## src/design/assert_macros.svh

```systemverilog
// Assertion macros shared by the detector modules
`ifndef ASSERT_MACROS_SVH
`define ASSERT_MACROS_SVH

// Property that must hold at every clock edge outside reset
`define DTFID_ASSERT(lbl, prop, msg) \
  lbl: assert property (@(posedge clk_i) disable iff (!rst_ni) (prop)) else $error(msg);

// Consequent must hold in the cycle after the antecedent
`define DTFID_ASSERT_NEXT(lbl, pre, post, msg) \
  lbl: assert property (@(posedge clk_i) disable iff (!rst_ni) (pre) |=> (post)) else $error(msg);

`endif

```

## src/design/dtfid_pkg.sv

```systemverilog
// Types and constants of the dual threshold fault interval detector
package dtfid_pkg;

  localparam int unsigned SampleW   = 16;
  localparam int unsigned IndexW    = 32;
  localparam int unsigned CfgDataW  = 16;
  localparam int unsigned CfgIndexW = 2;
  localparam int unsigned FifoDepthDefault = 4;

  localparam logic signed [SampleW-1:0] LowThrReset  = -16'sd2048;
  localparam logic signed [SampleW-1:0] HighThrReset = 16'sd2048;
  localparam logic [15:0]               MinRunReset  = 16'd10;
  localparam logic                      BypassReset  = 1'b0;

  typedef enum logic [CfgIndexW-1:0] {
    CfgLowThr  = 2'd0,
    CfgHighThr = 2'd1,
    CfgMinRun  = 2'd2,
    CfgBypass  = 2'd3
  } cfg_reg_e;

  typedef struct packed {
    logic signed [SampleW-1:0] low_threshold;
    logic signed [SampleW-1:0] high_threshold;
    logic [15:0]               min_run_length;
    logic                      bypass_min_length;
  } cfg_t;

  typedef struct packed {
    logic              channel;
    logic [IndexW-1:0] run_start;
    logic [IndexW-1:0] run_end;
    logic              last_of_item;
  } result_t;

  typedef struct packed {
    logic [1:0] count;
    result_t    res0;
    result_t    res1;
  } push_t;

endpackage

```

## src/design/dual_threshold_fault_interval_detector.sv

```systemverilog
// Top level of the dual threshold fault interval detector
//
// Slave stream: one item per beat, two signed Q4.12 detector samples.
// Master stream: one item per reported run: channel in tuser, start and end
// sample index in tdata, tlast on the final result caused by one sample.
// Configuration: cfg_we_i writes cfg_data_i to the register cfg_index_i
// (0 low threshold, 1 high threshold, 2 minimum run length, 3 bypass).
// An accepted sample passes the input register, then the result queue,
// before its results raise m_axis_tvalid; the input register holds it while
// the queue lacks room.
// Throughput: one sample per cycle while each sample closes at most one
// run; a sample closing both runs queues two results, which leave one per beat. The
// result queue (Depth entries) sets how long the slave side keeps taking
// items while the master side stalls; s_axis_tready falls while the input
// register holds an item and fewer than two queue entries would be free.
// No result is ever dropped.
// Reset clears the sample index, both run flags and the queue, and loads
// the register defaults (-0.5, +0.5, 10 samples, bypass off).
// Runs still open when the input stops are never reported.
module dual_threshold_fault_interval_detector #(
  parameter int unsigned FifoDepth = dtfid_pkg::FifoDepthDefault
) (
  input  logic                            clk_i,
  input  logic                            rst_ni,
  input  logic                            s_axis_tvalid,
  output logic                            s_axis_tready,
  input  logic [31:0]                     s_axis_tdata,  // sample_one, sample_two
  output logic                            m_axis_tvalid,
  input  logic                            m_axis_tready,
  output logic [63:0]                     m_axis_tdata,  // run_start, run_end
  output logic                            m_axis_tlast,  // last_of_item
  output logic                            m_axis_tuser,  // channel
  input  logic                            cfg_we_i,
  input  logic [dtfid_pkg::CfgIndexW-1:0] cfg_index_i,
  input  logic [dtfid_pkg::CfgDataW-1:0]  cfg_data_i
);

  dtfid_pkg::cfg_t    cfg;
  dtfid_pkg::push_t   push;
  dtfid_pkg::result_t res;
  logic               room;

  dtfid_cfg_regs u_cfg (
    .clk_i       (clk_i),
    .rst_ni      (rst_ni),
    .cfg_we_i    (cfg_we_i),
    .cfg_index_i (cfg_index_i),
    .cfg_data_i  (cfg_data_i),
    .cfg_o       (cfg)
  );

  dtfid_eval u_eval (
    .clk_i        (clk_i),
    .rst_ni       (rst_ni),
    .in_valid_i   (s_axis_tvalid),
    .in_ready_o   (s_axis_tready),
    .sample_one_i (s_axis_tdata[15:0]),
    .sample_two_i (s_axis_tdata[31:16]),
    .cfg_i        (cfg),
    .room_i       (room),
    .push_o       (push)
  );

  dtfid_result_fifo #(
    .Depth (FifoDepth)
  ) u_fifo (
    .clk_i       (clk_i),
    .rst_ni      (rst_ni),
    .push_i      (push),
    .room_o      (room),
    .out_valid_o (m_axis_tvalid),
    .out_ready_i (m_axis_tready),
    .out_o       (res)
  );

  assign m_axis_tdata = {res.run_end, res.run_start};
  assign m_axis_tlast = res.last_of_item;
  assign m_axis_tuser = res.channel;

endmodule

```

## src/design/dtfid_cfg_regs.sv

```systemverilog
// Configuration registers of the detector
module dtfid_cfg_regs (
  input  logic                           clk_i,
  input  logic                           rst_ni,
  input  logic                           cfg_we_i,
  input  logic [dtfid_pkg::CfgIndexW-1:0] cfg_index_i,
  input  logic [dtfid_pkg::CfgDataW-1:0]  cfg_data_i,
  output dtfid_pkg::cfg_t                cfg_o
);

  dtfid_pkg::cfg_t cfg_q, cfg_d;

  always_comb begin
    cfg_d = cfg_q;
    if (cfg_we_i) begin
      case (dtfid_pkg::cfg_reg_e'(cfg_index_i))
        dtfid_pkg::CfgLowThr:  cfg_d.low_threshold     = cfg_data_i;
        dtfid_pkg::CfgHighThr: cfg_d.high_threshold    = cfg_data_i;
        dtfid_pkg::CfgMinRun:  cfg_d.min_run_length    = cfg_data_i;
        dtfid_pkg::CfgBypass:  cfg_d.bypass_min_length = cfg_data_i[0];
        default: cfg_d = cfg_q;
      endcase
    end
  end

  always_ff @(posedge clk_i or negedge rst_ni) begin
    if (!rst_ni) begin
      cfg_q.low_threshold     <= dtfid_pkg::LowThrReset;
      cfg_q.high_threshold    <= dtfid_pkg::HighThrReset;
      cfg_q.min_run_length    <= dtfid_pkg::MinRunReset;
      cfg_q.bypass_min_length <= dtfid_pkg::BypassReset;
    end else begin
      cfg_q <= cfg_d;
    end
  end

  assign cfg_o = cfg_q;

endmodule

```

## src/design/dtfid_eval.sv

```systemverilog
// Input register, run tracking state and result generation
`include "assert_macros.svh"

module dtfid_eval (
  input  logic                                clk_i,
  input  logic                                rst_ni,
  input  logic                                in_valid_i,
  output logic                                in_ready_o,
  input  logic signed [dtfid_pkg::SampleW-1:0] sample_one_i,
  input  logic signed [dtfid_pkg::SampleW-1:0] sample_two_i,
  input  dtfid_pkg::cfg_t                     cfg_i,
  input  logic                                room_i,
  output dtfid_pkg::push_t                    push_o
);

  logic                                in_valid_q, in_valid_d;
  logic signed [dtfid_pkg::SampleW-1:0] s1_q, s2_q;
  logic [dtfid_pkg::IndexW-1:0]        sample_index_q, sample_index_d;
  logic                                active_one_q, active_one_d;
  logic                                active_two_q, active_two_d;
  logic [dtfid_pkg::IndexW-1:0]        start_one_q, start_one_d;
  logic [dtfid_pkg::IndexW-1:0]        start_two_q, start_two_d;

  logic fire, accept;
  logic hit1, hit2, keep1, keep2;
  logic [dtfid_pkg::IndexW-1:0] len1, len2, min_len;
  dtfid_pkg::result_t r1, r2;

  assign fire       = in_valid_q && room_i;
  assign in_ready_o = !in_valid_q || room_i;
  assign accept     = in_valid_i && in_ready_o;

  assign hit1    = s1_q < cfg_i.low_threshold;
  assign hit2    = s2_q > cfg_i.high_threshold;
  assign len1    = sample_index_q - start_one_q;
  assign len2    = sample_index_q - start_two_q;
  assign min_len = {{(dtfid_pkg::IndexW-16){1'b0}}, cfg_i.min_run_length};
  assign keep1   = active_one_q && !hit1 && (cfg_i.bypass_min_length || len1 >= min_len);
  assign keep2   = active_two_q && !hit2 && (cfg_i.bypass_min_length || len2 >= min_len);

  always_comb begin
    r1.channel      = 1'b0;
    r1.run_start    = start_one_q;
    r1.run_end      = sample_index_q;
    r1.last_of_item = !keep2;
    r2.channel      = 1'b1;
    r2.run_start    = start_two_q;
    r2.run_end      = sample_index_q;
    r2.last_of_item = 1'b1;

    push_o.res0  = keep1 ? r1 : r2;
    push_o.res1  = r2;
    push_o.count = fire ? ({1'b0, keep1} + {1'b0, keep2}) : 2'd0;
  end

  always_comb begin
    in_valid_d     = accept ? 1'b1 : (fire ? 1'b0 : in_valid_q);
    sample_index_d = sample_index_q;
    active_one_d   = active_one_q;
    active_two_d   = active_two_q;
    start_one_d    = start_one_q;
    start_two_d    = start_two_q;
    if (fire) begin
      sample_index_d = sample_index_q + 1'b1;
      active_one_d   = hit1;
      active_two_d   = hit2;
      if (hit1 && !active_one_q) begin
        start_one_d = sample_index_q;
      end
      if (hit2 && !active_two_q) begin
        start_two_d = sample_index_q;
      end
    end
  end

  always_ff @(posedge clk_i or negedge rst_ni) begin
    if (!rst_ni) begin
      in_valid_q     <= 1'b0;
      sample_index_q <= '0;
      active_one_q   <= 1'b0;
      active_two_q   <= 1'b0;
      start_one_q    <= '0;
      start_two_q    <= '0;
    end else begin
      in_valid_q     <= in_valid_d;
      sample_index_q <= sample_index_d;
      active_one_q   <= active_one_d;
      active_two_q   <= active_two_d;
      start_one_q    <= start_one_d;
      start_two_q    <= start_two_d;
    end
  end

  always_ff @(posedge clk_i) begin
    if (accept) begin
      s1_q <= sample_one_i;
      s2_q <= sample_two_i;
    end
  end

  // paired results: channel one leads and does not close the item
  `DTFID_ASSERT(a_pair_order,
      push_o.count == 2'd2 |-> (!push_o.res0.channel && !push_o.res0.last_of_item
                                && push_o.res1.channel),
      "two results not in channel order")
  `DTFID_ASSERT_NEXT(a_index_step, fire,
      sample_index_q == $past(sample_index_q) + 32'd1,
      "sample index did not advance")
  `DTFID_ASSERT_NEXT(a_start_on_open, fire && hit1 && !active_one_q,
      active_one_q && start_one_q == $past(sample_index_q),
      "channel one run opened with wrong start")

endmodule

```

## src/design/dtfid_result_fifo.sv

```systemverilog
// Result queue taking up to two results per cycle, one out per cycle while out_ready_i is high
`include "assert_macros.svh"

module dtfid_result_fifo #(
  parameter int unsigned Depth = dtfid_pkg::FifoDepthDefault
) (
  input  logic               clk_i,
  input  logic               rst_ni,
  input  dtfid_pkg::push_t   push_i,
  output logic               room_o,
  output logic               out_valid_o,
  input  logic               out_ready_i,
  output dtfid_pkg::result_t out_o
);

  localparam int unsigned CntW = $clog2(Depth + 1);
  localparam int unsigned PtrW = (Depth > 1) ? $clog2(Depth) : 1;

  dtfid_pkg::result_t mem_q [Depth];

  logic [PtrW-1:0] wr_ptr_q, wr_ptr_d, rd_ptr_q, rd_ptr_d, wr_ptr_nx;
  logic [CntW-1:0] count_q, count_d, level;
  logic            pop;

  function automatic logic [PtrW-1:0] ptr_inc(input logic [PtrW-1:0] p);
    return (p == PtrW'(Depth - 1)) ? '0 : p + 1'b1;
  endfunction

  assign pop         = out_valid_o && out_ready_i;
  assign out_valid_o = count_q != '0;
  assign out_o       = mem_q[rd_ptr_q];
  assign level       = count_q - CntW'(pop);
  assign room_o      = level <= CntW'(Depth - 2);
  assign wr_ptr_nx   = ptr_inc(wr_ptr_q);

  always_comb begin
    count_d  = count_q + CntW'(push_i.count) - CntW'(pop);
    rd_ptr_d = pop ? ptr_inc(rd_ptr_q) : rd_ptr_q;
    case (push_i.count)
      2'd1:    wr_ptr_d = wr_ptr_nx;
      2'd2:    wr_ptr_d = ptr_inc(wr_ptr_nx);
      default: wr_ptr_d = wr_ptr_q;
    endcase
  end

  always_ff @(posedge clk_i or negedge rst_ni) begin
    if (!rst_ni) begin
      count_q  <= '0;
      wr_ptr_q <= '0;
      rd_ptr_q <= '0;
    end else begin
      count_q  <= count_d;
      wr_ptr_q <= wr_ptr_d;
      rd_ptr_q <= rd_ptr_d;
    end
  end

  always_ff @(posedge clk_i) begin
    if (push_i.count != 2'd0) begin
      mem_q[wr_ptr_q] <= push_i.res0;
    end
    if (push_i.count == 2'd2) begin
      mem_q[wr_ptr_nx] <= push_i.res1;
    end
  end

  `DTFID_ASSERT(a_count_bound, count_q <= CntW'(Depth), "result queue over depth")
  `DTFID_ASSERT(a_no_overflow,
      push_i.count != 2'd0 |-> (level + CntW'(push_i.count) <= CntW'(Depth)),
      "result queue overflow")

endmodule

```

## config.mk

```make
export PLATFORM = sky130hd
export DESIGN_NAME = dual_threshold_fault_interval_detector
export DESIGN_NICKNAME = d
export VERILOG_FILES = /design/src/design/dtfid_pkg.sv /design/src/design/dual_threshold_fault_interval_detector.sv /design/src/design/dtfid_cfg_regs.sv /design/src/design/dtfid_eval.sv /design/src/design/dtfid_result_fifo.sv
export VERILOG_INCLUDE_DIRS = /design/src /design/src/design
export SDC_FILE = /design/constraint.sdc
export NUM_CORES = 1
export LEC_CHECK = 0
export ABC_AREA = 1
export BUFFER_PORTS_ARGS = -buffer_cell sky130_fd_sc_hd__buf_2
export CORE_MARGIN = 4
export CORE_UTILIZATION = 45
export DETAILED_ROUTE_END_ITERATION = 7
export SYNTH_ARGS = -nofsm -noshare
export SYNTH_HDL_FRONTEND = slang
export SYNTH_HIERARCHICAL = 1
export SYNTH_SLANG_ARGS = --single-unit
```

## constraint.sdc

```tcl
create_clock -name clk_i -period 9.35 [get_ports clk_i]
set_input_delay 1.4025 -clock clk_i [delete_from_list [all_inputs] [get_ports clk_i]]
set_output_delay 1.4025 -clock clk_i [all_outputs]
set_load 0.01 [all_outputs]
```

# Word-level counts from Yosys, hierarchy flattened
# Memories as Yosys holds them, arrays and structs flattened.
# Cells that the tools add are included.
# W data, S select, Z words.
[totals]
regBits = 187
ramBits = 264
in_bits = 55
out_inout_bits = 68
wordCells = 80
n_memories = 1
[op_classes]
add_sub_neg = 10
magnitude_cmp = 5
n_eq_ne = 8
mux = 12
n_reduce_logical = 29
[mem_list]
columns = ["memory", "depth", "word_bits", "rd", "rd_clocked_by_memory_dff", "write_ports", "line_no", "source"]
rows = [
  ["u_fifo.mem_q", 4, 66, 1, 0, 2, "dtfid_result_fifo.sv:19", "dtfid_pkg::result_t mem_q [Depth];"],
]
[ops]
columns = ["operator", "n"]
rows = [
  ["$mux W66", 1],
  ["$ge A32 B16 Y1", 2],
  ["$sub A32 B32 Y32", 2],
  ["$add A32 B1 Y32 const B", 1],
  ["$gt A16 B16 Y1", 1],
  ["$lt A16 B16 Y1", 1],
  ["$eq A2 B2 Y1 const B", 6],
  ["$reduce_and A2 Y1", 6],
  ["$logic_and A1 B1 Y1", 9],
  ["$mux W2", 4],
  ["$add A2 B1 Y2 const B", 3],
  ["$logic_not A1 Y1", 6],
  ["$mux W1", 6],
  ["$reduce_bool A2 Y1", 3],
  ["$sub A3 B1 Y3", 2],
  ["$eq A2 B1 Y1 const B", 2],
  ["$pmux W2 S2", 1],
  ["$add A3 B2 Y3", 1],
  ["$le A3 B2 Y1 const B", 1],
  ["$logic_or A1 B1 Y1", 3],
  ["$reduce_bool A3 Y1", 1],
  ["$add A1 B1 Y2", 1],
  ["$logic_not A2 Y1", 1],
]

# Depth between registers and ports, before layout
# Gate-level depths: netlist of the first run.
[logic_depth]
ltp_word = 9
ltp_mapped = 35
ltp_nobuf = 32

# By module
# Netlist of the first run, hierarchy kept.
[by_module_without_submodules]
columns = ["module", "n_inst", "cells_each", "area_per_inst_um2", "seq_area_each_um2"]
rows = [
  ["dtfid_result_fifo", 1, 1357, 13401.6, 8102.8],
  ["dtfid_eval", 1, 1915, 12513.3, 3438.3],
  ["dtfid_cfg_regs", 1, 219, 2079.5, 1236.2],
]

# Least setup slack after synthesis of the first run
# No wires, ideal clock.
[synth_path]
path_kind = "reg2reg"
start = "register u_eval/sample_index_q[0] (netlist bit)"
end = "memory u_fifo/mem_q[0][0] (netlist bit) (enable)"
setup_time_ns = 0.581
arrival_time_ns = 8.226
required_time_ns = 8.769
slack_ns = 0.543
path_stages_with_launch = 28
n_path_buf = 1
synth_period_minus_slack_ns = 8.807
cell_sequence = "dfrtp_1 > inv_1 > ha_1 > fa_1 > inv_1 > nand2_1 > nand3_1 > nand2_1 > nand2_1 > xor2_1 > ha_1 > inv_1 > o311ai_0 > nor2_1 > nand2_1 > nor2_1 > nand2_1 > nor2_2 > nand3_2 > nand2_4 > buf_6 > inv_1 > ha_1 > inv_1 > nor2_1 > inv_1 > ha_1 > o21ai_0"
[synth_lines]
columns = ["item", "line_no", "source"]
rows = [
  ["from (decl)", "dtfid_eval.sv:18", "logic [dtfid_pkg::IndexW-1:0] sample_index_q, sample_index_d;"],
  ["from (signal assigned)", "dtfid_eval.sv:86", "sample_index_q <= sample_index_d;"],
  ["to (decl)", "dtfid_result_fifo.sv:19", ""],
]

==> summary by stage, run 1 <==
Finish
The area added between synthesis and finish is 7.665%. The ratio of cells with drive above 1 in the final layout is 0.07620. In the layout the commonest cells are 1011 x sky130_fd_sc_hd__nand2_1, 434 x sky130_fd_sc_hd__inv_1, 394 x sky130_fd_sc_hd__o21ai_0. The most common library cell in the layout ignoring fill and taps is sky130_fd_sc_hd__nand2_1. The number of fill cells in the layout is 5950.

The repair_antennas step left the layout with diodes totalling 0. The net count of the finished layout is 3687. The final cell area excluding filler cells is 30140 µm².

Yosys
The most used flip-flop cell after synthesis is sky130_fd_sc_hd__edfxtp_1. The number of enable-type register cells in the synthesized netlist is 296. The sequential area share after synthesis is 0.4564. The share of flip-flops with an asynchronous set or reset is 0.3437. The fraction of synthesized cell area taken by the top area cell type is 0.3175. Synthesis handed over a netlist of 3491 instances. The synthesized area per cell is 8.019 µm². The yosys synthesis warning count is 6.

The synthesized design contains 451 register bits. In this run the cell area of the synthesized design comes to 27990 µm². The dominant cell type by area after synthesis is sky130_fd_sc_hd__edfxtp_1. After synthesis, the cell types taking the most area are sky130_fd_sc_hd__edfxtp_1 32%, sky130_fd_sc_hd__nand2_1 14%, sky130_fd_sc_hd__dfrtp_1 13%.

Yosys mapped the design onto 49 distinct sky130hd cell types.

Clock tree
The H-tree was split into 2 levels. The number of gates given a new drive strength after cts is 0. The root cell of the clock tree is sky130_fd_sc_hd__clkbuf_16. The longest clock path from root to sink contains 3 buffers. For this design, the sink count on the clock tree is 451.

The post-CTS repair timing setup buffer count is 0. The clock edge transition at the registers on the reported setup and hold paths is 60 ps. The TritonCTS clock tree is done. The count of hold-fix buffers inserted at cts is 0. The latest clock arrival within the worst-skew pair is 600 ps. Buffers inserted during clock tree synthesis total 50.

Timing
The minimum clock period is 6659 ps. The worst clock skew is 28.29 ps. The fmax is 150.2 MHz.

Of the available clock period, the critical path in the final layout requires 0.7122. The worst-margin pin slew is 1214 ps. The max-slew violation count is 0. The final-layout setup total negative slack is 0 ps.

The count of endpoints failing setup in the final report is 0. In this run the tightest slew margin relative to its limit is 0.1904. The final hold violation count is 0.

Setup repair after global routing left no endpoint under its margin. Setup slack closes at 2691 ps.

Run status
The run finished with clean final reports.

Place
In this run the tool buffered the top-level ports with 122 buffer cells. In this run the cell area measured after placement is 28520 µm². The sum of net half-perimeters after detailed placement is 55.46 mm. At the end of routability-driven placement, the weighted congestion stood at 0.9627. OpenSTA, run right after detailed placement, puts the worst setup slack at 2728 ps.

Drt
The violation count after the first detailed-routing iteration is 1745. The detailed-route DRC error count is 0. For this block, the via count after detailed routing is 22810. The detail-routed via count per cell is 5.222. Dividing the detail-routed wire length by the instance count gives 17.91 µm.

The final routed wirelength across all metal layers is 78.21 mm. The pre-antenna-repair detailed-routing pass consisted of 6 iterations. The count of nets left with antenna violations once routing finished came out at 0.

Global routing
The pin count of the biggest net entering global routing is 89. The total global routing overflow is 0. The first-pass GRT wire length is 121.8 mm. The all-layer global routing usage is 0.2319. The via count of the first global-routing pass is 21570. The initial antenna violation count is 0.

Worst setup path
Together, buffers and inverters on the worst path number 6. The critical path's most frequent cell is sky130_fd_sc_hd__nand2_1. The type of destination of the critical path is a flip-flop. The data required time of the critical path is 9560 ps. The category of the worst setup path launch point is a flip-flop. The cell family with the largest share of critical-path delay is simple AND/OR/NAND/NOR gates. The slowest cell on the critical path is sky130_fd_sc_hd__buf_4.

The type of the worst setup path is reg2reg. The worst path arrival time is 6870 ps. The critical-path maximum fanout is 66. For this run, the slowest stage of the critical path takes 760 ps.

Floorplan
The floorplan step defined a die boundary enclosing 66270 µm². The total core area is 61600 µm². In this run the core area contains 91 standard-cell rows.

The height of the chip is 257.4 µm. In this run the horizontal extent of the chip is 257.4 µm. Pin placement for this block handled 123 I/O pins.

The starting density of the core is 0.4545.

Min path
The worst min-delay path class is reg2reg.

Power
Across the VDD grid, the largest voltage drop is 0.0001544 V. The completed layout was analyzed and its total power is 10030 µW. The power density normalized to cell area is 332.6 nW/µm².

The analysis attributes to cell leakage a power of 0.01423 µW.

Run
The number of max-cap violations is 0.
==> final timing paths <==
path / from / end / cells past startpoint / slack, ps
max: u_eval/sample_index_q[0]$_DFFE_PN0P_ / u_fifo/mem_q[3][43]$_DFFE_PP_ / 30 / 2690
max reg2reg: u_eval/sample_index_q[0]$_DFFE_PN0P_ / u_fifo/mem_q[3][43]$_DFFE_PP_ / 30 / 2690
min reg2reg: u_cfg/cfg_o[2]$_DFFE_PN1P_ / u_cfg/cfg_o[2]$_DFFE_PN1P_ / 2 / 470
min: u_cfg/cfg_o[2]$_DFFE_PN1P_ / u_cfg/cfg_o[2]$_DFFE_PN1P_ / 2 / 470
max in group asynchronous: rst_ni / u_cfg/cfg_o[11]$_DFFE_PN0P_ / 2 / 6990
min in group asynchronous: rst_ni / u_eval/sample_index_q[26]$_DFFE_PN0P_ / 1 / 910
==> metrics by stage <==
stage	cells	hold slack [ps]	util
2_1_floorplan	3492	441.9	-
3_3_place_gp	4274	449.3	0.4630
3_5_place_dp	4274	456.1	0.4630
4_1_cts	4367	464.7	0.4893
5_1_grt	4367	483.9	0.4893
6_report	4367	465.3	0.4893
==> tightest hold or removal path, delay by kind of cell (launching register included) <==
kind	cells	cell delay [ps]
DFF	1	360
and+or+nand+nor	2	90
==> Yosys cell counts, types with 8 or more instances <==
library cell and number:
sky130_fd_sc_hd__xor2_1 61, sky130_fd_sc_hd__o22ai_1 66, sky130_fd_sc_hd__buf_6 52, sky130_fd_sc_hd__nor4_1 10
sky130_fd_sc_hd__o21ai_1 49, sky130_fd_sc_hd__ha_1 140, sky130_fd_sc_hd__nand3b_1 9, sky130_fd_sc_hd__buf_2 27
sky130_fd_sc_hd__a21oi_1 81, sky130_fd_sc_hd__o21ai_0 398, sky130_fd_sc_hd__edfxtp_1 296, sky130_fd_sc_hd__nor2_1 263
sky130_fd_sc_hd__buf_4 69, sky130_fd_sc_hd__nand3_1 164, sky130_fd_sc_hd__clkbuf_1 51, sky130_fd_sc_hd__dfstp_2 8
sky130_fd_sc_hd__nor3_1 25, sky130_fd_sc_hd__o21bai_1 8, sky130_fd_sc_hd__dfrtp_1 147, sky130_fd_sc_hd__inv_1 434
sky130_fd_sc_hd__nand2_1 1011, sky130_fd_sc_hd__nand4_1 54
==> power breakdown <==
group	leakage, µW	internal (µW)	switching (µW)
Sequential	0.00436	2670	335
Clock	0.000781	1120	808
Combinational	0.00909	1690	3400
==> routing by layer <==
layer  GRT usage  up-vias  part of all wire
li1            -    11410                 -
met1      0.3217    10570              0.45
met2      0.3806      718              0.46
met3     0.03582      104             0.069
met4     0.06466        0             0.027
met5           0        -                 0
==> cell type report <==
class,count,area [µm²],share of cell area
Tap cell,837,1047,0.03475
Clock buffer,73,1433,0.04753
Inverter,440,1657,0.05496
Sequential cell,451,12780,0.4241
Timing Repair Buffer,152,867.1,0.02877
Multi-Input combinational cell,2394,12170,0.4037
Clock inverter,20,186.4,0.006185
==> registers in the layout (all words and copies together) (netlist names) <==
register               flops
u_eval/active_two_q        1
u_eval/sample_index_q     32
u_eval/s1_q               16
u_eval/active_one_q        1
u_eval/in_valid_q          1
u_eval/s2_q               16
u_fifo/rd_ptr_q            2
u_fifo/mem_q             264
u_eval/start_two_q        32
u_fifo/count_q             3
u_cfg/cfg_o               49
u_fifo/wr_ptr_q            2
u_eval/start_one_q        32
==> cell families after synthesis <==
logic type / share of synthesized area
compound gates: 0.1154
xor+xnor: 0.02096
fa+ha+maj: 0.06472
buf+inv: 0.1116
flops: 0.4564
other cells: 0.0001340
simple gates: 0.2308
(Power assumes the default switching activity.)
==> inputs of run 2 (changes only) <==
==> constraint.sdc (replaced) <==
create_clock -name clk_i -period 6.6 [get_ports clk_i]
set_input_delay 0.99 -clock clk_i [delete_from_list [all_inputs] [get_ports clk_i]]
set_output_delay 0.99 -clock clk_i [all_outputs]
set_load 0.01 [all_outputs]
==> run 2 against run 1 <==
Against the previous run:
- clock skew is 8.5 ps lower
- sequential cell count stayed put
- global-route usage is 0.46 points higher
- register-to-register slack worse by 1800 ps
- final cell count hardly changed
- final area hardly changed
- via count is 0.68% higher
- critical path depth is 1 lower
- total power is 43% higher
- combinational power is 46% higher
- utilization hardly changed
- largest cell class unchanged
==> summary by stage, run 2 (synthesized netlist as in run 1, its figures left out) <==
Run status
The flow ran to the end, and the final reports show no timing, DRC or antenna violations.

Timing
The count of endpoints failing setup in the final report is 0 (unchanged). The share of the cycle needed by the critical path after routing is 0.8686 (+0.1564). The worst clock skew is 19.75 ps (-8.543 ps). The fmax was 174.4 MHz (+16%). The worst-case headroom to the max-slew limit is 0.3141 (+0.1237). Setup repair after global routing left no endpoint under its margin.

The max-slew violation count is 0 (unchanged). The final worst slack is 867.1 ps (-1824 ps). The final hold violation count came to 0 (unchanged). The minimum clock period is 5733 ps (-926.4 ps). The worst-margin pin slew came to 1027 ps (-187.8 ps).

Drt
The number of search-and-repair iterations in the first detailed-routing pass is 5 (-1). The violation count after the first detailed-routing iteration is 2349 (+35%). The remaining antenna violation count came to 0 (unchanged). The wire length per cell after detailed routing is 18.34 µm (+2.4%).

The detailed-route DRC error count is 0 (unchanged). The detail-routed via count per cell was 5.256 (+0.64%). The final routed wirelength across all metal layers is 80.15 mm (+2.5%). The total via count after detailed routing is 22960 (+0.68%).

Finish
The number of flip-flops in the largest register is 264 (unchanged). The antenna diode count was 0 (unchanged). The area added between synthesis and finish is 7.772% (about the same). The top cell types in the final layout, fill and taps aside, are 1011 x sky130_fd_sc_hd__nand2_1, 434 x sky130_fd_sc_hd__inv_1, 394 x sky130_fd_sc_hd__o21ai_0. The final non-filler cell total is 4369 (+0.046%). The ratio of cells with drive above 1 in the final layout is 0.07758 (+0.001372). The number of fill cells in the layout is 6039 (+1.5%).

The most common library cell in the layout ignoring fill and taps is sky130_fd_sc_hd__nand2_1. The top register by number of flip-flops is u_fifo/mem_q. The utilization of the core after routing is 0.4898 (about the same). The number of nets at the end of the flow is 3690 (+0.081%).

Min path
The worst min-delay path class is in2async.

Worst setup path
The largest stage delay on the critical path is 700 ps (-60 ps). The critical path's most frequent cell is sky130_fd_sc_hd__nand2_1. The worst path arrival time is 6010 ps (-860 ps).

The type of destination of the critical path is a flip-flop. The length in cells of the worst reg-to-reg path is 29 (-3.3%). By startpoint and endpoint, the worst setup path is classified as reg2reg. The data required time of the critical path came to 6880 ps (-2680 ps).

The category of the worst setup path launch point is a flip-flop. For this design, the slowest cell found on the critical path is sky130_fd_sc_hd__o21ai_4. The critical-path maximum fanout is 19 (-71%).

Clock tree
The number of buffers inserted during clock tree synthesis was 49 (-2.0%). The number of gates given a new drive strength after cts came to 0 (unchanged). The latest clock arrival within the worst-skew pair came to 590 ps (about the same). The tree is rooted in a sky130_fd_sc_hd__clkbuf_16. The count of hold-fix buffers inserted at cts is 0 (unchanged). The clock edge transition at the registers on the reported setup and hold paths is 60 ps (about the same). TritonCTS built the clock tree. The number of sinks on the clock net is 451 (unchanged).

The buffer levels on the longest clock path is 3 (unchanged). The level count of the clock H-tree is 2 (unchanged). The post-CTS repair timing setup buffer count is 0 (unchanged).

Floorplan
The height of the chip is 257.4 µm (unchanged). The die footprint is 66270 µm² (unchanged). The count of boundary I/O pins was 123 (unchanged). The total core area was 61600 µm² (unchanged). The horizontal extent of the die was 257.4 µm (unchanged).

The starting density of the core is 0.4545 (unchanged). The row count is 91 (unchanged).

Power
The largest voltage drop on the vdd net is 0.0002527 V (+64%). The power density normalized to cell area came to 475.2 nW/µm² (+43%). The total leakage power was 0.01426 µW (+0.22%).

Global routing
The via count of the first global-routing pass is 21190 (-1.8%). The initial antenna violation count was 0 (unchanged). The first-pass GRT wire length was 124.6 mm (+2.3%). The all-layer global routing usage is 0.2364 (+0.004563). The pin count of the biggest net entering global routing is 133 (+49%).

The total global routing overflow is 0 (unchanged).

Place
The sum of net half-perimeters after detailed placement is 58.25 mm (+5.0%). The pre-CTS setup slack came to 920.4 ps (-1808 ps). The routability-driven placement congestion ratio is 1.009 (+4.8%). The count of input and output buffers is 122 (unchanged).

The total instance count after detailed placement is 4278 (+0.094%).

Run
The number of max-cap violations is 0 (unchanged).
[run 2: changes by cell type in the layout (fill, tap and decap cells not counted), sizes merged]
cell / change
buf: +4
clkbuf: -4
clkinv: +3
clkinvlp: -2
inv: +1
[run 2: path summary, 6_finish.rpt]
check                                                     start                             end  slack (ps)
max                        u_eval/sample_index_q[0]$_DFFE_PN0P_   u_fifo/mem_q[2][30]$_DFFE_PP_         870
min                                                      rst_ni  u_fifo/rd_ptr_q[0]$_DFFE_PN0P_         410
max reg2reg                u_eval/sample_index_q[0]$_DFFE_PN0P_   u_fifo/mem_q[2][30]$_DFFE_PP_         870
min reg2reg                         u_cfg/cfg_o[45]$_DFFE_PN1P_     u_cfg/cfg_o[45]$_DFFE_PN1P_         460
max in group asynchronous                                rst_ni      u_cfg/cfg_o[8]$_DFFE_PN0P_        5030
min in group clk_i                  u_cfg/cfg_o[45]$_DFFE_PN1P_     u_cfg/cfg_o[45]$_DFFE_PN1P_         460
[run 2: where the power goes]
group	switching, µW	internal (µW)	total (µW)
registers	425	3790	4210
clock network	1140	1530	2670
logic	5030	2420	7450
[run 2: layer usage]
layer,GRT usage,up-vias,part of all wire
met2,0.3725,770,0.45
met5,0,-,0
li1,-,11410,-
met4,0.06059,0,0.024
met3,0.02972,96,0.062
met1,0.3480,10680,0.47
[run 2: metrics by stage]
stage	setup TNS [ps]	total power [µW]	hold WS, ps	cell area (µm²)
floorplan	-115460	9407	441.9	28000
global placement	0	11580	452.3	28610
detailed placement	0	11620	454.8	28610
CTS	0	14330	448.0	30170
global route	0	15540	467.6	30170
finish	0	14340	411.2	30170
[run 2: worst max-delay path: cells and delay by family (launching register included)]
kind | cells | cell delay, ps
xor gates and xnor gates | 1 | 90
AOI/OAI and AO/OA | 3 | 930
buffers and inverters | 6 | 880
DFF | 1 | 500
and+or+nand+nor | 14 | 1520
adders and majority gates | 5 | 1480
[run 2: area by class of cell]
cell class | count | area, µm² | share of cell area
clock buffer | 69 | 1373 | 0.04549
clock inverter | 22 | 183.9 | 0.006096
inverter | 440 | 1657 | 0.05491
multi-input combinational | 2394 | 12170 | 0.4033
sequential | 451 | 12780 | 0.4237
tap | 837 | 1047 | 0.03471
timing repair buffer | 156 | 959.7 | 0.03181
